==> src/hw/rtl/wmf_pkg.sv <==
// wmf_pkg: shared constants, beat types and window entry type for the
// window median filter. No dependencies.
`timescale 1ns / 1ps
`default_nettype none

package wmf_pkg;

    // Window geometry
    localparam int WINDOW   = 5;
    localparam int CHANNELS = 4;
    localparam int MID      = WINDOW / 2;

    // Valid-entry counts that pick the output rule
    localparam int MEDIAN_MIN_VALID = 3;
    localparam int MEAN_PAIR        = 2;

    // Widths
    localparam int DIST_W = 13;
    localparam int POS_W  = (WINDOW > 1) ? $clog2(WINDOW) : 1;
    localparam int RANK_W = (WINDOW > 1) ? $clog2(WINDOW) : 1;
    localparam int CNT_W  = $clog2(WINDOW + 1);

    typedef logic [DIST_W-1:0] t_dist;
    typedef logic [POS_W-1:0]  t_pos;
    typedef logic [RANK_W-1:0] t_rank;
    typedef logic [CNT_W-1:0]  t_cnt;

    // One window entry; ok in the MSB so invalid entries sort lowest
    typedef struct packed {
        logic  ok;
        t_dist value;
    } t_entry;

    // Input beat
    typedef struct packed {
        t_dist front_dist;
        logic  front_ok;
        t_dist down_dist;
        logic  down_ok;
        t_dist left_dist;
        logic  left_ok;
        t_dist right_dist;
        logic  right_ok;
    } t_in_beat;

    // Output beat
    typedef struct packed {
        t_dist front_filtered;
        logic  front_filtered_ok;
        t_dist down_filtered;
        logic  down_filtered_ok;
        t_dist left_filtered;
        logic  left_filtered_ok;
        t_dist right_filtered;
        logic  right_filtered_ok;
    } t_out_beat;

endpackage

`default_nettype wire

==> src/hw/rtl/wmf_chan_ring.sv <==
// wmf_chan_ring: WINDOW-entry sample ring for one channel, valid bits
// cleared at reset, invalid entries read as zero. Uses wmf_pkg.
`timescale 1ns / 1ps
`default_nettype none

module wmf_chan_ring
    import wmf_pkg::*;
(
    input  wire logic                 i_clk,
    input  wire logic                 i_rst_n,
    input  wire logic                 i_wr_en,
    input  wire t_pos                 i_wr_pos,
    input  wire t_entry               i_wr_entry,
    output t_entry [WINDOW-1:0]       o_ring
);

    logic [WINDOW-1:0] r_ok;
    t_dist             r_dist [WINDOW];

    // Valid bits: control state, cleared at reset
    always_ff @(posedge i_clk) begin
        if (!i_rst_n) begin
            r_ok <= '0;
        end else if (i_wr_en) begin
            r_ok[i_wr_pos] <= i_wr_entry.ok;
        end
    end

    // Distance payload
    always_ff @(posedge i_clk) begin
        if (i_wr_en) begin
            r_dist[i_wr_pos] <= i_wr_entry.value;
        end
    end

    // Invalid entries read as value zero
    always_comb begin
        for (int i = 0; i < WINDOW; i++) begin
            o_ring[i].ok    = r_ok[i];
            o_ring[i].value = r_ok[i] ? r_dist[i] : '0;
        end
    end

endmodule

`default_nettype wire

==> src/hw/rtl/wmf_chan_select.sv <==
// wmf_chan_select: rank-based order selection over one channel's window:
// middle-ranked window entry, invalid entries lowest, for three or more valid
// entries; mean or single value otherwise. Uses wmf_pkg.
`timescale 1ns / 1ps
`default_nettype none

module wmf_chan_select
    import wmf_pkg::*;
(
    input  wire t_entry [WINDOW-1:0] i_ring,
    output t_entry                   o_result
);

    logic [WINDOW-1:0] w_less [WINDOW];
    t_rank             w_rank [WINDOW];
    logic [WINDOW-1:0] w_ok;
    t_cnt              w_cnt;
    t_entry            w_mid;
    t_entry            w_top;
    t_entry            w_next;
    logic [DIST_W:0]   w_pair_sum;

    // Rank of each entry: entries below it, ties broken by slot index
    always_comb begin
        for (int i = 0; i < WINDOW; i++) begin
            for (int j = 0; j < WINDOW; j++) begin
                w_less[i][j] = (i_ring[j] < i_ring[i]) ||
                               ((i_ring[j] == i_ring[i]) && (j < i));
            end
            w_rank[i] = RANK_W'($countones(w_less[i]));
        end
    end

    // Pick sorted slots by rank match (ranks form a permutation)
    always_comb begin
        w_mid  = '0;
        w_top  = '0;
        w_next = '0;
        for (int i = 0; i < WINDOW; i++) begin
            w_ok[i] = i_ring[i].ok;
            if (w_rank[i] == RANK_W'(MID)) begin
                w_mid = w_mid | i_ring[i];
            end
            if (w_rank[i] == RANK_W'(WINDOW - 1)) begin
                w_top = w_top | i_ring[i];
            end
            if (w_rank[i] == RANK_W'(WINDOW - 2)) begin
                w_next = w_next | i_ring[i];
            end
        end
    end

    assign w_cnt      = CNT_W'($countones(w_ok));
    assign w_pair_sum = {1'b0, w_top.value} + {1'b0, w_next.value};

    // Output rule by valid count; an invalid middle slot reads as zero
    always_comb begin
        o_result.ok = |w_ok;
        if (w_cnt >= CNT_W'(MEDIAN_MIN_VALID)) begin
            o_result.value = w_mid.value;
        end else if (w_cnt == CNT_W'(MEAN_PAIR)) begin
            o_result.value = w_pair_sum[DIST_W:1];
        end else begin
            o_result.value = w_top.value;
        end
    end

endmodule

`default_nettype wire

==> src/hw/rtl/window_median_filter.sv <==
// Four-channel sliding-window median filter. Each input beat writes one
// reading per channel into that channel's five-entry ring at a shared slot;
// the result beat carries, per channel, the middle-ranked entry of the window
// with invalid entries ranked lowest (or the single value, or the truncated
// mean of two) and a flag that is low when no entry is valid. One beat is
// accepted every cycle while the output side keeps up. The ring is written at
// acceptance; the rank compare runs between the ring registers and the output
// register, which loads when the output side can take it. The input side
// accepts one more beat while a result waits at the output, then stalls.
// Rings are empty right after reset, with no clearing pass.
// Uses wmf_pkg, wmf_chan_ring and wmf_chan_select.
`timescale 1ns / 1ps
`default_nettype none

module window_median_filter
    import wmf_pkg::*;
(
    input  wire logic      i_clk,
    input  wire logic      i_rst_n,
    input  wire logic      i_in_valid,
    output logic           o_in_ready,
    input  wire t_in_beat  i_in_data,
    output logic           o_out_valid,
    input  wire logic      i_out_ready,
    output t_out_beat      o_out_data
);

    t_pos      r_wr_pos;
    t_pos      n_wr_pos;
    logic      r_s1_valid;
    logic      n_s1_valid;
    logic      r_out_valid;
    logic      n_out_valid;
    t_out_beat r_out_data;

    logic      w_in_fire;
    logic      w_out_load;
    t_entry    w_in_entry [CHANNELS];
    t_entry    w_result   [CHANNELS];

    // Handshake
    assign w_out_load = !r_out_valid || i_out_ready;
    assign o_in_ready = !r_s1_valid || w_out_load;
    assign w_in_fire  = i_in_valid && o_in_ready;

    // Input beat to per-channel entries; invalid readings stored as zero
    always_comb begin
        w_in_entry[0].ok    = i_in_data.front_ok;
        w_in_entry[0].value = i_in_data.front_ok ? i_in_data.front_dist : '0;
        w_in_entry[1].ok    = i_in_data.down_ok;
        w_in_entry[1].value = i_in_data.down_ok ? i_in_data.down_dist : '0;
        w_in_entry[2].ok    = i_in_data.left_ok;
        w_in_entry[2].value = i_in_data.left_ok ? i_in_data.left_dist : '0;
        w_in_entry[3].ok    = i_in_data.right_ok;
        w_in_entry[3].value = i_in_data.right_ok ? i_in_data.right_dist : '0;
    end

    // Per-channel ring and selection
    for (genvar c = 0; c < CHANNELS; c++) begin : g_chan
        t_entry [WINDOW-1:0] w_ring;

        wmf_chan_ring u_ring (
            .i_clk      (i_clk),
            .i_rst_n    (i_rst_n),
            .i_wr_en    (w_in_fire),
            .i_wr_pos   (r_wr_pos),
            .i_wr_entry (w_in_entry[c]),
            .o_ring     (w_ring)
        );

        wmf_chan_select u_select (
            .i_ring   (w_ring),
            .o_result (w_result[c])
        );
    end

    // Next-state logic: write slot, compute stage, output register
    always_comb begin
        n_wr_pos = r_wr_pos;
        if (w_in_fire) begin
            n_wr_pos = (r_wr_pos == POS_W'(WINDOW - 1)) ? '0 : r_wr_pos + 1'b1;
        end
        n_s1_valid = r_s1_valid;
        if (w_in_fire) begin
            n_s1_valid = 1'b1;
        end else if (w_out_load) begin
            n_s1_valid = 1'b0;
        end
        n_out_valid = w_out_load ? r_s1_valid : r_out_valid;
    end

    always_ff @(posedge i_clk) begin
        if (!i_rst_n) begin
            r_wr_pos    <= '0;
            r_s1_valid  <= 1'b0;
            r_out_valid <= 1'b0;
        end else begin
            r_wr_pos    <= n_wr_pos;
            r_s1_valid  <= n_s1_valid;
            r_out_valid <= n_out_valid;
        end
    end

    // Result register
    always_ff @(posedge i_clk) begin
        if (w_out_load && r_s1_valid) begin
            r_out_data.front_filtered    <= w_result[0].value;
            r_out_data.front_filtered_ok <= w_result[0].ok;
            r_out_data.down_filtered     <= w_result[1].value;
            r_out_data.down_filtered_ok  <= w_result[1].ok;
            r_out_data.left_filtered     <= w_result[2].value;
            r_out_data.left_filtered_ok  <= w_result[2].ok;
            r_out_data.right_filtered    <= w_result[3].value;
            r_out_data.right_filtered_ok <= w_result[3].ok;
        end
    end

    assign o_out_valid = r_out_valid;
    assign o_out_data  = r_out_data;

    // Write slot never leaves the window
    a_pos_range: assert property (@(posedge i_clk) disable iff (!i_rst_n)
        r_wr_pos < POS_W'(WINDOW))
        else $error("write slot out of range");

    // No new beat while a computed result cannot move to the output
    a_no_overrun: assert property (@(posedge i_clk) disable iff (!i_rst_n)
        (r_s1_valid && r_out_valid && !i_out_ready) |-> !o_in_ready)
        else $error("input accepted over a stalled result");

    // Every accepted beat occupies the compute stage next cycle
    a_in_to_s1: assert property (@(posedge i_clk) disable iff (!i_rst_n)
        w_in_fire |=> r_s1_valid)
        else $error("accepted beat lost");

    // A computed result reaches the output when the output can load
    a_s1_to_out: assert property (@(posedge i_clk) disable iff (!i_rst_n)
        (r_s1_valid && w_out_load) |=> o_out_valid)
        else $error("result not presented");

    // An empty front-channel window reports zero distance
    a_empty_zero: assert property (@(posedge i_clk) disable iff (!i_rst_n)
        (o_out_valid && !o_out_data.front_filtered_ok) |->
            (o_out_data.front_filtered == '0))
        else $error("empty window with nonzero distance");

endmodule

`default_nettype wire

==> config.mk <==
export PLATFORM = sky130hd
export DESIGN_NAME = window_median_filter
export DESIGN_NICKNAME = d
export VERILOG_FILES = /design/src/hw/rtl/wmf_pkg.sv /design/src/hw/rtl/wmf_chan_ring.sv /design/src/hw/rtl/wmf_chan_select.sv /design/src/hw/rtl/window_median_filter.sv
export SDC_FILE = /design/constraint.sdc
export NUM_CORES = 2
export LEC_CHECK = 0
export BUFFER_PORTS_ARGS = -buffer_cell sky130_fd_sc_hd__buf_2
export CORE_ASPECT_RATIO = 1.4
export CORE_UTILIZATION = 43
export DETAILED_ROUTE_END_ITERATION = 10
export PLACE_DENSITY = 0.57
export SLEW_MARGIN = 20
export SYNTH_ARGS = -nofsm -noshare
export SYNTH_HDL_FRONTEND = slang
export SYNTH_SLANG_ARGS = --single-unit
==> constraint.sdc <==
create_clock -name i_clk -period 7.07 [get_ports i_clk]
set_input_delay 0.3535 -clock i_clk [delete_from_list [all_inputs] [get_ports i_clk]]
set_output_delay 0.3535 -clock i_clk [all_outputs]
set_load 0.05 [all_outputs]
# Word level (Yosys, flattened, before mapping)

Memories as Yosys holds them, arrays and structs flattened.
Cells that the tools add are included.

Bits of input ports: 60
Register bits after elaboration: 81
Output and inout bits: 58
Memories kept: 4
Word-level logic and storage cells: 534
Bits in writable memories: 260

Muxes and demuxes: 103
$add $sub $neg: 101
Equality and inequality tests: 105
Reduce and logical (&&, ||, !) cells: 52
$lt $le $gt $ge: 106
Bitwise operators: 48

Memories:

| name                    | words | width | read ports | clocked after Yosys merged registers in | wr ports | line                | RTL |
|---|---|---|---|---|---|---|---|
| g_chan[0].u_ring.r_dist | 5     | 13    | 5          | 0                                       | 1        | wmf_chan_ring.sv:18 | `t_dist r_dist [WINDOW];` |
| g_chan[1].u_ring.r_dist | 5     | 13    | 5          | 0                                       | 1        | wmf_chan_ring.sv:18 |  |
| g_chan[2].u_ring.r_dist | 5     | 13    | 5          | 0                                       | 1        | wmf_chan_ring.sv:18 |  |
| g_chan[3].u_ring.r_dist | 5     | 13    | 5          | 0                                       | 1        | wmf_chan_ring.sv:18 |  |

Operator list:

| operator            | number |
|---|---|
| $lt 14x14->1        | 100 |
| $mux 13             | 92 |
| $or 13x13->13       | 48 |
| $eq 14x14->1        | 40 |
| $eq 3x2->1 const B  | 44 |
| $add 1x1->2         | 48 |
| $add 3x1->3         | 24 |
| $eq 3x3->1 const B  | 21 |
| $add 3x3->3         | 20 |
| $add 13x13->14      | 4 |
| $logic_or 1x1->1    | 42 |
| $bwmux 5            | 4 |
| $reduce_or 5->1     | 4 |
| $add 2x2->3         | 4 |
| $ge 3x2->1 const B  | 4 |
| $mux 1              | 5 |
| $lt 3x4->1 const B  | 1 |
| $add 3x1->3 const B | 1 |
| $demux 1 s3         | 1 |
| $ge 3x1->1 const B  | 1 |
| $logic_and 1x1->1   | 3 |
| $mux 3              | 1 |
| $logic_not 1->1     | 2 |
| $reduce_bool 2->1   | 1 |

# Logic depth before layout (Yosys ltp)

An unclocked memory read counts as a cell.

Depth after elaboration: 19
Gate-level depth with buffers: 35
Depth with buffers taken out: 32

# Cells and area by module

From an unflattened synthesis, not the netlist that was laid out.

Cells, all modules: 3731
Area, all modules: 35121.2 µm²

By module, submodules not included:

| module                                | area each (µm²) | cells an instance | times used |
|---|---|---|---|
| wmf_chan_ring                         | 2621.3          | 156               | 4 |
| wmf_chan_select at g_chan[3].u_select | 5600.4          | 748               | 1 |
| wmf_chan_select at g_chan[1].u_select | 5595.4          | 751               | 1 |
| wmf_chan_select at g_chan[2].u_select | 5585.4          | 745               | 1 |
| wmf_chan_select at g_chan[0].u_select | 5576.6          | 722               | 1 |
| window_median_filter                  | 2278.4          | 141               | 1 |

# Least setup slack after synthesis

No wires, ideal clock.

Path type: register -> register
Start: register g_chan[2].u_ring.r_ok[0]
End: register r_out_data (netlist bit o_out_data[26]) (data pin)
Clock period less this slack: 6.630 ns
Arrival time: 6.364 ns
Slack: 0.440 ns
Required time: 6.804 ns
Cell stages (with the launch flop): 32
Cell sequence: dfxtp_1 buf_2 clkbuf_1 nand2_1 ha_1 maj3_1 maj3_1 a21o_1 a21o_1 a21oi_1 nor2b_1 o21ai_1 nand2_1 ha_1 fa_1 ha_1 or3b_1 clkbuf_1 nor2_1 nor2_1 o221ai_1 inv_1 fa_1 nor2b_1 o21ai_1 a21boi_1 o2111ai_1 a21boi_1 o31ai_1 mux2i_1 a2111oi_0 nor2_1

RTL lines:

| element                           | line                       | RTL |
|---|---|---|
| from (decl)                       | wmf_chan_ring.sv:17        | `logic [WINDOW-1:0] r_ok;` |
| from (signal, indexed assignment) | wmf_chan_ring.sv:25        | `r_ok[i_wr_pos] <= i_wr_entry.ok;` |
| to (decl)                         | window_median_filter.sv:34 | `t_out_beat r_out_data;` |

==> results.ini <==
[clocking]
cts_hold_buf=0
path_clk_slew_ns=0.06
cts.sinks=341
cts_resized=0
htreeDepth=2
clockRootBuffer=clkbuf_16
cts_inserted_buffers=38
tritoncts=yes
clk_latency_ns=0.59
cts_buffer_depth=3
cts_setup_buffers=0

[floorplanning]
die_area_um2=78600
num_rows=120
ios=118
start_util=0.435
die_y_um=331
core_area_um2=76600
die_width_um=237

[global_route]
grt_pass1_wl_mm=182
grt_usage=0.301
grt-ovfl-total=0
grt_pass1_vias=30158
antenna_found_initial=3
grt_max_degree=43

[power]
p_switching_mw=2.75
pwr-share-seq=0.328
p_int_mw=4.30
p_leak_nw=17.2
p_comb_frac=0.382
swShare=0.390
power.density_nw_per_um2=186
p_total_mw=7.04
clockPowerShare=0.291
ir_drop_uv=187

[sta]
slew_headroom=0.411
skew_ns=0.0154
finalCritPeriodShare=0.960
setup_viol_count_final=0
fin_ws_ns=0.283
fin_crit_ns=6.79
hold_viol_final=0
holdWs_ns=0.0737
slew_viol_final=0
worst_pin_slew_ns=0.884
fmax_mhz=147
tns_ns=0

[logic_synthesis]
synth_flop_cell=edfxtp_1
yosysMostFrequentCell=ha_1
synth_cell_types=93
ys_top_cells_by_count=ha_1, nand2_1, nor2_1, edfxtp_1, inv_1
synth_seq_cells=341
yosys_warnings=0
synth_edf_count=316
netlist_area_um2=33300
postSynth.asyncResetShare=0
yosys.area.top_type=edfxtp_1
yosysSeqAreaShare=0.300
syn_avg_cell_area_um2=8.80
synth_area_leaders=edfxtp_1, ha_1, o22ai_1
synth_nets=4434
synth_cells=3785
synth.top_cell.area_share=0.285

[cells_and_area]
fin_cells=5059
fin_nets=4702
fin_util=0.494
final_area_um2=37800
drive_gt1_frac=0.129
fillers=7362
syn_to_final_growth_pct=13.5

[routing]
drtIter0Drc=2784
drc_errors=0
vias=30847
routedWlPerCell_um=23.9
routed_via_density=6.10
postRouteAntennaNets=0
dr.pass1.iters=9
wl_mm=121

[place]
placed_cell_area_um2=36500
dp_hpwl_mm=95.5
place_congestion=0.998
post-place-ws_ns=0.0976
placed_cells=4989
portBuffers=117

[critical_path]
path_delay_family=compound AO/OA/AOI/OAI gates
required_ns=7.40
cp_max_fo=21
worst_ep_arrival_time_ns=7.12
cp_num_buf_inv=3
cpPeakStageDelay_ns=0.47
path_class=register to register
cp-start-kind=register
crit_slowest_cell=fa_1
cpMostUsedCell=ha_1
endpoint_kind=register

[hold_path]
min_path_type=primary input to register

[outcome]
outcome=finished clean

[job]
drv_cap=0

worst min-delay path, delay by kind of cell:
family	cells	cell delay, ns
simple gates	1	0.09
compound gates	1	0.05
buf+inv	1	0.13
cells by family (layout without fill, tap and decap cells):
kind of cell             count (synthesis)  in the layout  share of synthesized area
buffers and inverters                  435            732                     0.0500
adder cells (fa/ha/maj)                615            615                      0.236
AO/OA/AOI/OAI                          987            987                      0.197
XOR/XNOR                                86             86                     0.0226
AND/OR/NAND/NOR                       1311           1311                      0.191
other                                    0              1                          0
flip-flops                             341            341                      0.300
multiplexers                            10             10                    0.00304
final timing paths:
kind / depth (start not counted) / start / slack (ns) / to
worst max-delay path: 27 / g_chan[2].u_ring.r_ok[4] / 0.28 / o_out_data[26]
worst min-delay path: 3 / i_in_valid / 0.07 / r_s1_valid
worst max register to register: 27 / g_chan[2].u_ring.r_ok[4] / 0.28 / o_out_data[26]
worst min register to register: 2 / r_s1_valid / 0.56 / r_s1_valid
flip-flops by register name, indices dropped and copies added (netlist names):
name	count
r_wr_pos	3
o_out_data	56
o_out_valid	1
g_chan.u_ring.r_ok	20
r_s1_valid	1
g_chan.u_ring.r_dist	260
cell usage in the layout, fill, tap and decap left out, types with 13 or more instances in the layout:
master	instances
o221ai_1	104
fa_1	32
nand2b_1	24
a211oi_1	14
o21ai_0	107
nor3_1	53
xor2_1	13
a31oi_1	20
o21ai_1	19
or3b_1	13
or3_1	13
nand2_1	406
a21o_1	113
nand4_1	65
or3b_2	20
nand3b_1	31
dfxtp_1	16
clkbuf_16	39
ha_1	557
nor4_1	39
and2_1	87
nand3_1	64
a21oi_1	201
inv_1	280
nor2b_1	60
o22ai_1	257
a21boi_0	20
edfxtp_1	316
maj3_1	21
buf_4	247
buf_2	117
o21a_1	33
nor2_1	364
xnor2_1	73
layer usage:
metal / vias to the layer above / routed length [um] / GRT usage
met5: - / 0 / 0
met2: 1292 / 59300 / 0.532
li1: 14631 / - / -
met4: 0 / 7070 / 0.157
met3: 399 / 6610 / 0.0337
met1: 14525 / 47900 / 0.357
area by class of cell:
class                   count  area, um^2  share of cell area
well taps                 976        1220              0.0323
diodes                      1        2.50           0.0000662
inverters                 295        1120              0.0295
clock inverters            24         226             0.00599
flip-flops and latches    341       10000               0.265
repair buffers            368        2510              0.0664
clock buffers              45        1010              0.0267
multi-input cells        3009       21700               0.574
power groups by stage:
stage | sequential [mW] | combinational, mW | clock, mW
after floorplan | 2.40 | 1.61 | 0
after global placement | 2.35 | 2.58 | 0
after detailed placement | 2.35 | 2.59 | 0
after CTS | 2.31 | 2.60 | 2.10
after global routing | 2.31 | 2.85 | 2.16
final | 2.31 | 2.69 | 2.05
No activity file was read; power rests on OpenSTA's default activity.
